## config.mk

```make
export PLATFORM = sky130hd
export DESIGN_NAME = keypad_code_lock_display_unit
export DESIGN_NICKNAME = d
export VERILOG_FILES = /design/src/kcl_pkg.sv /design/src/kcl_scan.sv /design/src/kcl_lock.sv /design/src/kcl_display.sv /design/src/keypad_code_lock_display_unit.sv
export SDC_FILE = /design/constraint.sdc
export NUM_CORES = 1
export LEC_CHECK = 0
export BUFFER_PORTS_ARGS = -buffer_cell sky130_fd_sc_hd__buf_2
export CAP_MARGIN = 25
export CELL_PAD_IN_SITES_DETAIL_PLACEMENT = 0
export CELL_PAD_IN_SITES_GLOBAL_PLACEMENT = 2
export CORE_ASPECT_RATIO = 1.4
export CORE_MARGIN = 4
export CORE_UTILIZATION = 37
export CTS_BUF_LIST = sky130_fd_sc_hd__clkbuf_8
export DETAILED_ROUTE_END_ITERATION = 10
export GPL_TIMING_DRIVEN = 0
export PLACE_DENSITY_LB_ADDON = 0.1
export SKIP_LAST_GASP = 1
export SYNTH_ARGS = -nofsm -noshare
export SYNTH_HDL_FRONTEND = slang
export SYNTH_SLANG_ARGS = --single-unit
```

## constraint.sdc

```tcl
create_clock -name clk -period 5.2 [get_ports clk]
set_input_delay 1.3 -clock clk [delete_from_list [all_inputs] [get_ports clk]]
set_output_delay 1.3 -clock clk [all_outputs]
set_load 0.005 [all_outputs]
```

## src/kcl_pkg.sv

```systemverilog
// shared types, constants and lookup tables for the keypad code lock display unit
// no dependencies; imported by the scanner, lock, display and top modules
`default_nettype none

package kcl_pkg;

	// configuration register indexes
	localparam logic [1:0] REG_UNLOCK_CODE = 2'd0;
	localparam logic [1:0] REG_SCAN_GAP    = 2'd1;
	localparam logic [1:0] REG_DOOR_OPEN   = 2'd2;

	// configuration reset values
	localparam logic [15:0] UNLOCK_CODE_RST = 16'h1234;
	localparam logic [7:0]  SCAN_GAP_RST    = 8'd20;
	localparam logic [15:0] DOOR_OPEN_RST   = 16'd10000;

	// key found by a scan that follows a scan without a key
	typedef struct packed {
		logic       valid;
		logic [3:0] code;
	} key_evt_t;

	// door status for the result register
	typedef struct packed {
		logic release_on;
		logic accepted;
	} door_stat_t;

	// seven-segment patterns, segments a..g in bits 7..1, point in bit 0
	localparam logic [7:0] SEG_TABLE [16] = '{
		8'hFC, 8'h60, 8'hDA, 8'hF2, 8'h66, 8'hB6, 8'hBE, 8'hE0,
		8'hFE, 8'hF6, 8'hEE, 8'h3E, 8'h9C, 8'h7A, 8'h9E, 8'h8E
	};

	// key code by column and row
	localparam logic [3:0] KEY_TABLE [4][4] = '{
		'{4'd1,  4'd2, 4'd3,  4'd10},
		'{4'd4,  4'd5, 4'd6,  4'd11},
		'{4'd7,  4'd8, 4'd9,  4'd12},
		'{4'd14, 4'd0, 4'd15, 4'd13}
	};

	// single row picks its index, anything else reads as row 0
	function automatic logic [1:0] row_index(input logic [3:0] rows);
		logic [1:0] idx;
		unique case (rows)
			4'b0010: idx = 2'd1;
			4'b0100: idx = 2'd2;
			4'b1000: idx = 2'd3;
			default: idx = 2'd0;
		endcase
		return idx;
	endfunction

endpackage

`default_nettype wire

```

## src/kcl_scan.sv

```systemverilog
// keypad column scanner with inter-scan gap and new-key detection
// depends on kcl_pkg
`default_nettype none

module kcl_scan (
	input  wire logic            clk,
	input  wire logic            arst_n,
	input  wire logic            step,
	input  wire logic [3:0]      rows,
	input  wire logic [7:0]      scan_gap,
	output logic [3:0]           col_drive,
	output kcl_pkg::key_evt_t    key_evt
);
	import kcl_pkg::*;

	logic [1:0] scan_column_q;
	logic [7:0] gap_counter_q;
	logic       last_key_q;

	logic [1:0] column_d;
	logic [7:0] gap_d;
	logic       last_key_d;
	logic [7:0] gap_dec;
	logic       found;
	logic       scan_end;

	// column currently driven, also held through the gap
	assign col_drive = 4'b0001 << scan_column_q;

	assign gap_dec  = gap_counter_q - 8'd1;
	assign found    = (rows != 4'd0);
	assign scan_end = found || (scan_column_q == 2'd3);

	// next scan state for this tick
	always_comb begin
		column_d       = scan_column_q;
		gap_d          = gap_counter_q;
		last_key_d     = last_key_q;
		key_evt.valid  = 1'b0;
		key_evt.code   = KEY_TABLE[scan_column_q][row_index(rows)];
		if (gap_counter_q != 8'd0) begin
			gap_d = gap_dec;
			if (gap_dec == 8'd0) begin
				column_d = 2'd0;
			end
		end else if (scan_end) begin
			key_evt.valid = found && !last_key_q;
			last_key_d    = found;
			gap_d         = scan_gap;
			if (scan_gap == 8'd0) begin
				column_d = 2'd0;
			end
		end else begin
			column_d = scan_column_q + 2'd1;
		end
	end

	// scan state registers
	always_ff @(posedge clk or negedge arst_n) begin
		if (!arst_n) begin
			scan_column_q <= 2'd0;
			gap_counter_q <= 8'd0;
			last_key_q    <= 1'b0;
		end else if (step) begin
			scan_column_q <= column_d;
			gap_counter_q <= gap_d;
			last_key_q    <= last_key_d;
		end
	end

endmodule

`default_nettype wire

```

## src/kcl_lock.sv

```systemverilog
// digit store, code compare and door release timer
// depends on kcl_pkg
`default_nettype none

module kcl_lock (
	input  wire logic              clk,
	input  wire logic              arst_n,
	input  wire logic              step,
	input  wire kcl_pkg::key_evt_t key_evt,
	input  wire logic [15:0]       unlock_code,
	input  wire logic [15:0]       door_open,
	output logic [15:0]            digits_next,
	output kcl_pkg::door_stat_t    door_stat
);
	import kcl_pkg::*;

	// newest key in bits 3..0, oldest in bits 15..12
	logic [15:0] digits_q;
	logic [15:0] door_counter_q;
	logic        door_pending_q;

	logic [15:0] shifted;
	logic        match;
	logic        accept_now;
	logic [15:0] open_time;
	logic [15:0] door_d;
	logic        pending_d;
	logic [15:0] door_mid;
	logic [15:0] door_dec;

	assign shifted   = {digits_q[11:0], key_evt.code};
	assign match     = (shifted == unlock_code);
	assign open_time = (door_open == 16'd0) ? 16'd1 : door_open;

	// digit store update, cleared on a match
	always_comb begin
		digits_next = digits_q;
		if (key_evt.valid) begin
			digits_next = match ? 16'd0 : shifted;
		end
	end

	assign accept_now = key_evt.valid && match;

	// door timer with one queued opening
	always_comb begin
		door_mid  = door_counter_q;
		pending_d = door_pending_q;
		door_stat.accepted = accept_now;
		if (accept_now) begin
			if (door_counter_q == 16'd0) begin
				door_mid = open_time;
			end else begin
				pending_d = 1'b1;
			end
		end
		door_stat.release_on = (door_mid != 16'd0);
		door_dec = door_mid - 16'd1;
		door_d   = door_mid;
		if (door_mid != 16'd0) begin
			door_d = door_dec;
			if (door_dec == 16'd0 && pending_d) begin
				door_d    = open_time;
				pending_d = 1'b0;
			end
		end
	end

	always_ff @(posedge clk or negedge arst_n) begin
		if (!arst_n) begin
			digits_q       <= 16'd0;
			door_counter_q <= 16'd0;
			door_pending_q <= 1'b0;
		end else if (step) begin
			digits_q       <= digits_next;
			door_counter_q <= door_d;
			door_pending_q <= pending_d;
		end
	end

endmodule

`default_nettype wire

```

## src/kcl_display.sv

```systemverilog
// multiplexed four-digit seven-segment driver
// depends on kcl_pkg
`default_nettype none

module kcl_display (
	input  wire logic        clk,
	input  wire logic        arst_n,
	input  wire logic        step,
	input  wire logic [15:0] digits,
	output logic [7:0]       seg,
	output logic [3:0]       strobe
);
	import kcl_pkg::*;

	logic [1:0] display_index_q;
	logic [3:0] nibble;

	// digit 0 shows the newest key
	assign nibble = digits[{display_index_q, 2'b00} +: 4];
	assign seg    = SEG_TABLE[nibble];
	assign strobe = 4'b0001 << display_index_q;

	always_ff @(posedge clk or negedge arst_n) begin
		if (!arst_n) begin
			display_index_q <= 2'd0;
		end else if (step) begin
			display_index_q <= display_index_q + 2'd1;
		end
	end

endmodule

`default_nettype wire

```

## src/keypad_code_lock_display_unit.sv

```systemverilog
// Keypad code lock with seven-segment display, top level.
// One input transfer is one tick: row_lines sensed for the column driven on
// that tick. Every tick gives exactly one result transfer carrying the column
// driven, the strobed display digit and its segments, the door release and a
// code-accepted pulse.
// Input transfers land in an input register; the next cycle in which the
// result register is free or being emptied runs the tick update (scanner,
// digit store and door timer, display mux) and loads the result register.
// Each tick passes through the input register and then the result register;
// one tick is taken every cycle while the output is not stalled.
// A stalled result holds its payload; the input register then fills and
// in_stall rises until the result is taken, so no tick is lost.
// Configuration: cfg_we with cfg_index 0 (unlock code), 1 (scan gap),
// 2 (door open ticks); index 3 is ignored. Write only while idle.
// Reset clears the scanner, lock and display state, loads default
// configuration and empties both registers.
// depends on kcl_pkg, kcl_scan, kcl_lock, kcl_display
`default_nettype none

module keypad_code_lock_display_unit (
	input  wire logic        clk,
	input  wire logic        arst_n,
	input  wire logic        in_valid,
	output logic             in_stall,
	input  wire logic [3:0]  row_lines,
	output logic             out_valid,
	input  wire logic        out_stall,
	output logic [3:0]       column_drive,
	output logic [7:0]       segment_pattern,
	output logic [3:0]       digit_strobe,
	output logic             door_release,
	output logic             code_accepted,
	input  wire logic        cfg_we,
	input  wire logic [1:0]  cfg_index,
	input  wire logic [15:0] cfg_data
);
	import kcl_pkg::*;

	logic [15:0] unlock_code_q;
	logic [7:0]  scan_gap_q;
	logic [15:0] door_open_q;

	logic        valid_s1;
	logic [3:0]  rows_s1;
	logic        out_valid_q;
	logic [3:0]  column_q;
	logic [7:0]  seg_q;
	logic [3:0]  strobe_q;
	logic        release_q;
	logic        accepted_q;

	logic        advance;
	logic        step;
	logic        in_xfer;
	logic [3:0]  col_drive;
	key_evt_t    key_evt;
	logic [15:0] digits_next;
	door_stat_t  door_stat;
	logic [7:0]  seg;
	logic [3:0]  strobe;

	// configuration registers
	always_ff @(posedge clk or negedge arst_n) begin
		if (!arst_n) begin
			unlock_code_q <= UNLOCK_CODE_RST;
			scan_gap_q    <= SCAN_GAP_RST;
			door_open_q   <= DOOR_OPEN_RST;
		end else if (cfg_we) begin
			unique case (cfg_index)
				REG_UNLOCK_CODE: unlock_code_q <= cfg_data;
				REG_SCAN_GAP:    scan_gap_q    <= cfg_data[7:0];
				REG_DOOR_OPEN:   door_open_q   <= cfg_data;
				default: ;
			endcase
		end
	end

	// handshake control
	assign advance  = !out_valid_q || !out_stall;
	assign step     = valid_s1 && advance;
	assign in_stall = valid_s1 && !advance;
	assign in_xfer  = in_valid && !in_stall;

	// input register
	always_ff @(posedge clk or negedge arst_n) begin
		if (!arst_n) begin
			valid_s1 <= 1'b0;
		end else if (in_xfer) begin
			valid_s1 <= 1'b1;
		end else if (step) begin
			valid_s1 <= 1'b0;
		end
	end

	always_ff @(posedge clk) begin
		if (in_xfer) begin
			rows_s1 <= row_lines;
		end
	end

	kcl_scan u_scan (
		.clk       (clk),
		.arst_n    (arst_n),
		.step      (step),
		.rows      (rows_s1),
		.scan_gap  (scan_gap_q),
		.col_drive (col_drive),
		.key_evt   (key_evt)
	);

	kcl_lock u_lock (
		.clk         (clk),
		.arst_n      (arst_n),
		.step        (step),
		.key_evt     (key_evt),
		.unlock_code (unlock_code_q),
		.door_open   (door_open_q),
		.digits_next (digits_next),
		.door_stat   (door_stat)
	);

	kcl_display u_display (
		.clk    (clk),
		.arst_n (arst_n),
		.step   (step),
		.digits (digits_next),
		.seg    (seg),
		.strobe (strobe)
	);

	// result register
	always_ff @(posedge clk or negedge arst_n) begin
		if (!arst_n) begin
			out_valid_q <= 1'b0;
		end else if (advance) begin
			out_valid_q <= valid_s1;
		end
	end

	always_ff @(posedge clk) begin
		if (step) begin
			column_q   <= col_drive;
			seg_q      <= seg;
			strobe_q   <= strobe;
			release_q  <= door_stat.release_on;
			accepted_q <= door_stat.accepted;
		end
	end

	assign out_valid       = out_valid_q;
	assign column_drive    = column_q;
	assign segment_pattern = seg_q;
	assign digit_strobe    = strobe_q;
	assign door_release    = release_q;
	assign code_accepted   = accepted_q;

endmodule

`default_nettype wire

```

==> run summary <==
outcome = completed
# IOs = 47
setup tns final = 0 ns
largest family of logic cells by synthesized area = simple AND/OR/NAND/NOR gates
critical path launch point = rows_s1[1]$_DFFE_PP_
die area = 20010 um^2
Synth Register Bits = 109
Async S/R FF share, synth = 80.73%
Area Overhead vs Synth = 18.18%
H-Tree Depth = 3
sequential power share = 41.6%
reg-to-reg endpoint = u_lock.door_counter_q[1]$_DFFE_PN0P_
dpl cell area = 7134 um^2
largest cells by area after synthesis = dfrtp_1, edfxtp_1, mux2_2
total gr overflow = 0
adder-cell share of the synthesized area = 3.233%
core box area = 17400 um^2
share of layout cells above drive strength 1 = 27.60%
FP Rows = 57
CTS Buf Count = 9
max_cap viols = 0
post-synthesis xor/xnor area fraction = 2.663%
Int Pwr = 2.014 mW
RSZ-0062 raised after global routing = yes
total power = 3.298 mW
root buffer cell = clkbuf_8
complex-gate fraction of the synthesized area = 18.83%
Routed Antenna Nets = 0
Vias = 5567
cts-stage hold buffer count = 0
vias per inst = 5.545
nets@finish = 808
Comb pwr share = 41.3%
Routability Congestion = 0.8763
clock sinks = 109
GRT Util Overall = 19.67%
Cell Area, Synth = 6579 um^2
Post-Synthesis Cells = 678
hold slack = 0.5070 ns
Post-synth top cells = dfrtp_1, nand2_1, nor2_1
hold depth = 1
Worst path top cell family by delay = simple AND/OR/NAND/NOR gates
Final setup viols = 0
First-pass DRT Iterations = 5
Slew HR = 37.07%
distinct cell type count of the synthesized netlist = 79
net switching power figure = 1.284 mW
Longest Clk Path Bufs = 2
Crit Path Max Fanout = 10
remaining routing DRC violations = 0
Final min period = 5.029 ns
Post-synth EDFFs = 21
die height = 165.8 um
Yosys top cell area share = 28.91%
first-pass GRT wire length = 31070 um
Post-Syn Nets = 722
critical path cell sequence = buf_6, or3_4, a31o_4, and3_2, o2111ai_4, a211oi_4, a21oi_2, ha_2, or3b_4, nor2_4, nand2_4, or4_4, o21ai_2, nand2_2, a221oi_4, o2111ai_4, nor4_4, buf_4, mux2i_1, o21ba_1
Worst Tran Pin Value = 0.9354 ns
Worst path depth = 20
worst reg2reg path startpoint = rows_s1[1]$_DFFE_PP_
simple logic cell fraction of the synthesized area = 19.53%
clk_skew = 0.01437 ns
Total Wirelength = 19480 um
Initial Utilization = 37.81%
CP required = 5.52 ns
DIE WIDTH = 120.7 um
Max Fclk = 0.1988 GHz
Hold Crit Class = register to register
initial antenna violation count = 0
Sw Share = 38.93%
largest area contributor in the netlist = dfrtp_1
element type at the critical path end = register
synthesized area per cell = 9.703 um^2
R2R cell count = 20
startpoint types = register
part of the cycle the worst path needs = 96.72%
First DRT Iteration DRCs = 285
Design Area, Final = 7775 um^2
Filler cells = 1767
CP max stage cell = or4_4
Final Max Tran Viols = 0
Primary FF master, synth = dfrtp_1
CP Capture Point = u_lock.door_counter_q[1]$_DFFE_PN0P_
number of hold violations in the final report = 0
P_leak = 3.019 nW
CP arrival = 5.35 ns
Clock Power Share = 17.1%
wire per inst = 19.41 um
most frequent CP cell = o2111ai_4
DP HPWL = 14280 um
worst skew pair latency = 0.38 ns
Peak VDD IR = 142.6 uV
crit path kind = register to register
Seq/Total Area, Yosys = 43.29%
R2R setup slack = 0.17 ns
Power Density = 424.2 nW/um^2
IO buf count = 45
post-synthesis mux area share = 8.463%
CP max stage delay = 0.45 ns
Ant. Diodes = 0
CTS tree = yes
clock slew at reported path FFs = 0.11 ns
Yosys Warn Count = 0
worst path bufs/invs = 2
vias in the first global route = 5569
largest net degree at the start of global routing = 61
[power groups by stage]
| stage | combinational [mW] | sequential (mW) | clock (mW) |
|---|---|---|---|
| floorplan | 0.949 | 1.31 | 0 |
| global placement | 1.23 | 1.37 | 0 |
| detailed placement | 1.25 | 1.37 | 0 |
| CTS | 1.32 | 1.37 | 0.587 |
| global route | 1.53 | 1.41 | 0.619 |
| finish | 1.36 | 1.37 | 0.564 |
[worst reg2reg max path: stages, from the launching register on]
cell,delay [ns]
edfxtp_1,0.44
buf_6,0.17
or3_4,0.33
a31o_4,0.26
and3_2,0.25
o2111ai_4,0.24
a211oi_4,0.09
a21oi_2,0.20
ha_2,0.21
or3b_4,0.41
nor2_4,0.15
nand2_4,0.09
or4_4,0.45
o21ai_2,0.14
nand2_2,0.08
a221oi_4,0.33
o2111ai_4,0.23
nor4_4,0.40
buf_4,0.20
mux2i_1,0.18
o21ba_1,0.13
[sequential cells by signal, summed over array words and instances, names as in the netlist]
| register | flops |
|---|---|
| rows_s1 | 4 |
| segment_pattern | 7 |
| column_drive | 4 |
| door_open_q | 16 |
| out_valid | 1 |
| digit_strobe | 4 |
| u_scan.gap_counter_q | 8 |
| u_lock.digits_q | 16 |
| door_release | 1 |
| u_scan.scan_column_q | 2 |
| unlock_code_q | 16 |
| u_lock.door_pending_q | 1 |
| u_scan.last_key_q | 1 |
| code_accepted | 1 |
| valid_s1 | 1 |
| u_lock.door_counter_q | 16 |
| scan_gap_q | 8 |
| u_display.display_index_q | 2 |
[routing by layer]
layer  vias to the layer above  track usage [%]  share of wire, %
met5                         -                0                 0
met3                        29            2.521               2.8
li1                       2690                -                 -
met2                       103            34.31                51
met1                      2745            24.97                43
met4                         0            6.657               2.4
[through the flow]
stage / setup WS (ns) / std cells / utilization [%]
after floorplan: 0.1291 / 678 / -
after global placement: -1.036 / 959 / 40.80
after detailed placement: -1.063 / 961 / 41.00
after CTS: 0.009261 / 987 / 43.49
after global routing: -0.08017 / 1004 / 44.68
final: 0.1707 / 1004 / 44.68
[cell usage in the layout (no fill, tap or decap), drive strengths merged, types with 6 or more instances in the layout]
cell     n
a211oi  12
a21o     6
a21oi   33
a31oi   11
buf     88
clkbuf  24
dfrtp   76
dfstp   12
edfxtp  21
ha      17
inv     24
mux2    45
nand2   76
nand2b  13
nand3    7
nand3b   6
nor2    47
nor3    24
nor4    16
o21ai   54
o22ai    9
o31ai   11
or2      8
or3     12
xnor2   17
[cell families after synthesis]
group | after synthesis
buffers and inverters | 51
other | 1
adders and majority gates | 17
AOI/OAI and AO/OA | 186
xor gates and xnor gates | 20
muxes | 50
and+or+nand+nor | 244
DFF | 109
[worst min-delay path by stage]
stage / start / endpoint / slack (ns)
final: valid_s1$_DFFE_PN0P_ / out_valid$_DFFE_PN0P_ / 0.51
after global routing: u_lock.digits_q[15]$_DFFE_PN0P_ / u_lock.digits_q[15]$_DFFE_PN0P_ / 0.54
after CTS: valid_s1$_DFFE_PN0P_ / out_valid$_DFFE_PN0P_ / 0.52
after detailed placement: u_lock.digits_q[15]$_DFFE_PN0P_ / u_lock.digits_q[15]$_DFFE_PN0P_ / 0.49
after global placement: valid_s1$_DFFE_PN0P_ / out_valid$_DFFE_PN0P_ / 0.48
after floorplan: u_lock.digits_q[12]$_DFFE_PN0P_ / u_lock.digits_q[12]$_DFFE_PN0P_ / 0.45
[timing repair]
item,in CTS,in global routing
pin swaps,10,18
gates resized for setup,31,22
setup endpoints to repair,17,17
buffers inserted,13,16
[area by class of cell]
| type | instances | area (um^2) | area share, % |
|---|---|---|---|
| plain buffers | 27 | 175.2 | 2.253 |
| clock buffers | 9 | 123.9 | 1.593 |
| clock inverters | 6 | 82.58 | 1.062 |
| inverters | 22 | 82.58 | 1.062 |
| multi-input cells | 518 | 3676 | 47.28 |
| flip-flops and latches | 109 | 2850 | 36.66 |
| well taps | 236 | 295.3 | 3.798 |
| repair buffers | 77 | 489.2 | 6.292 |
(Power assumes the default switching activity.)
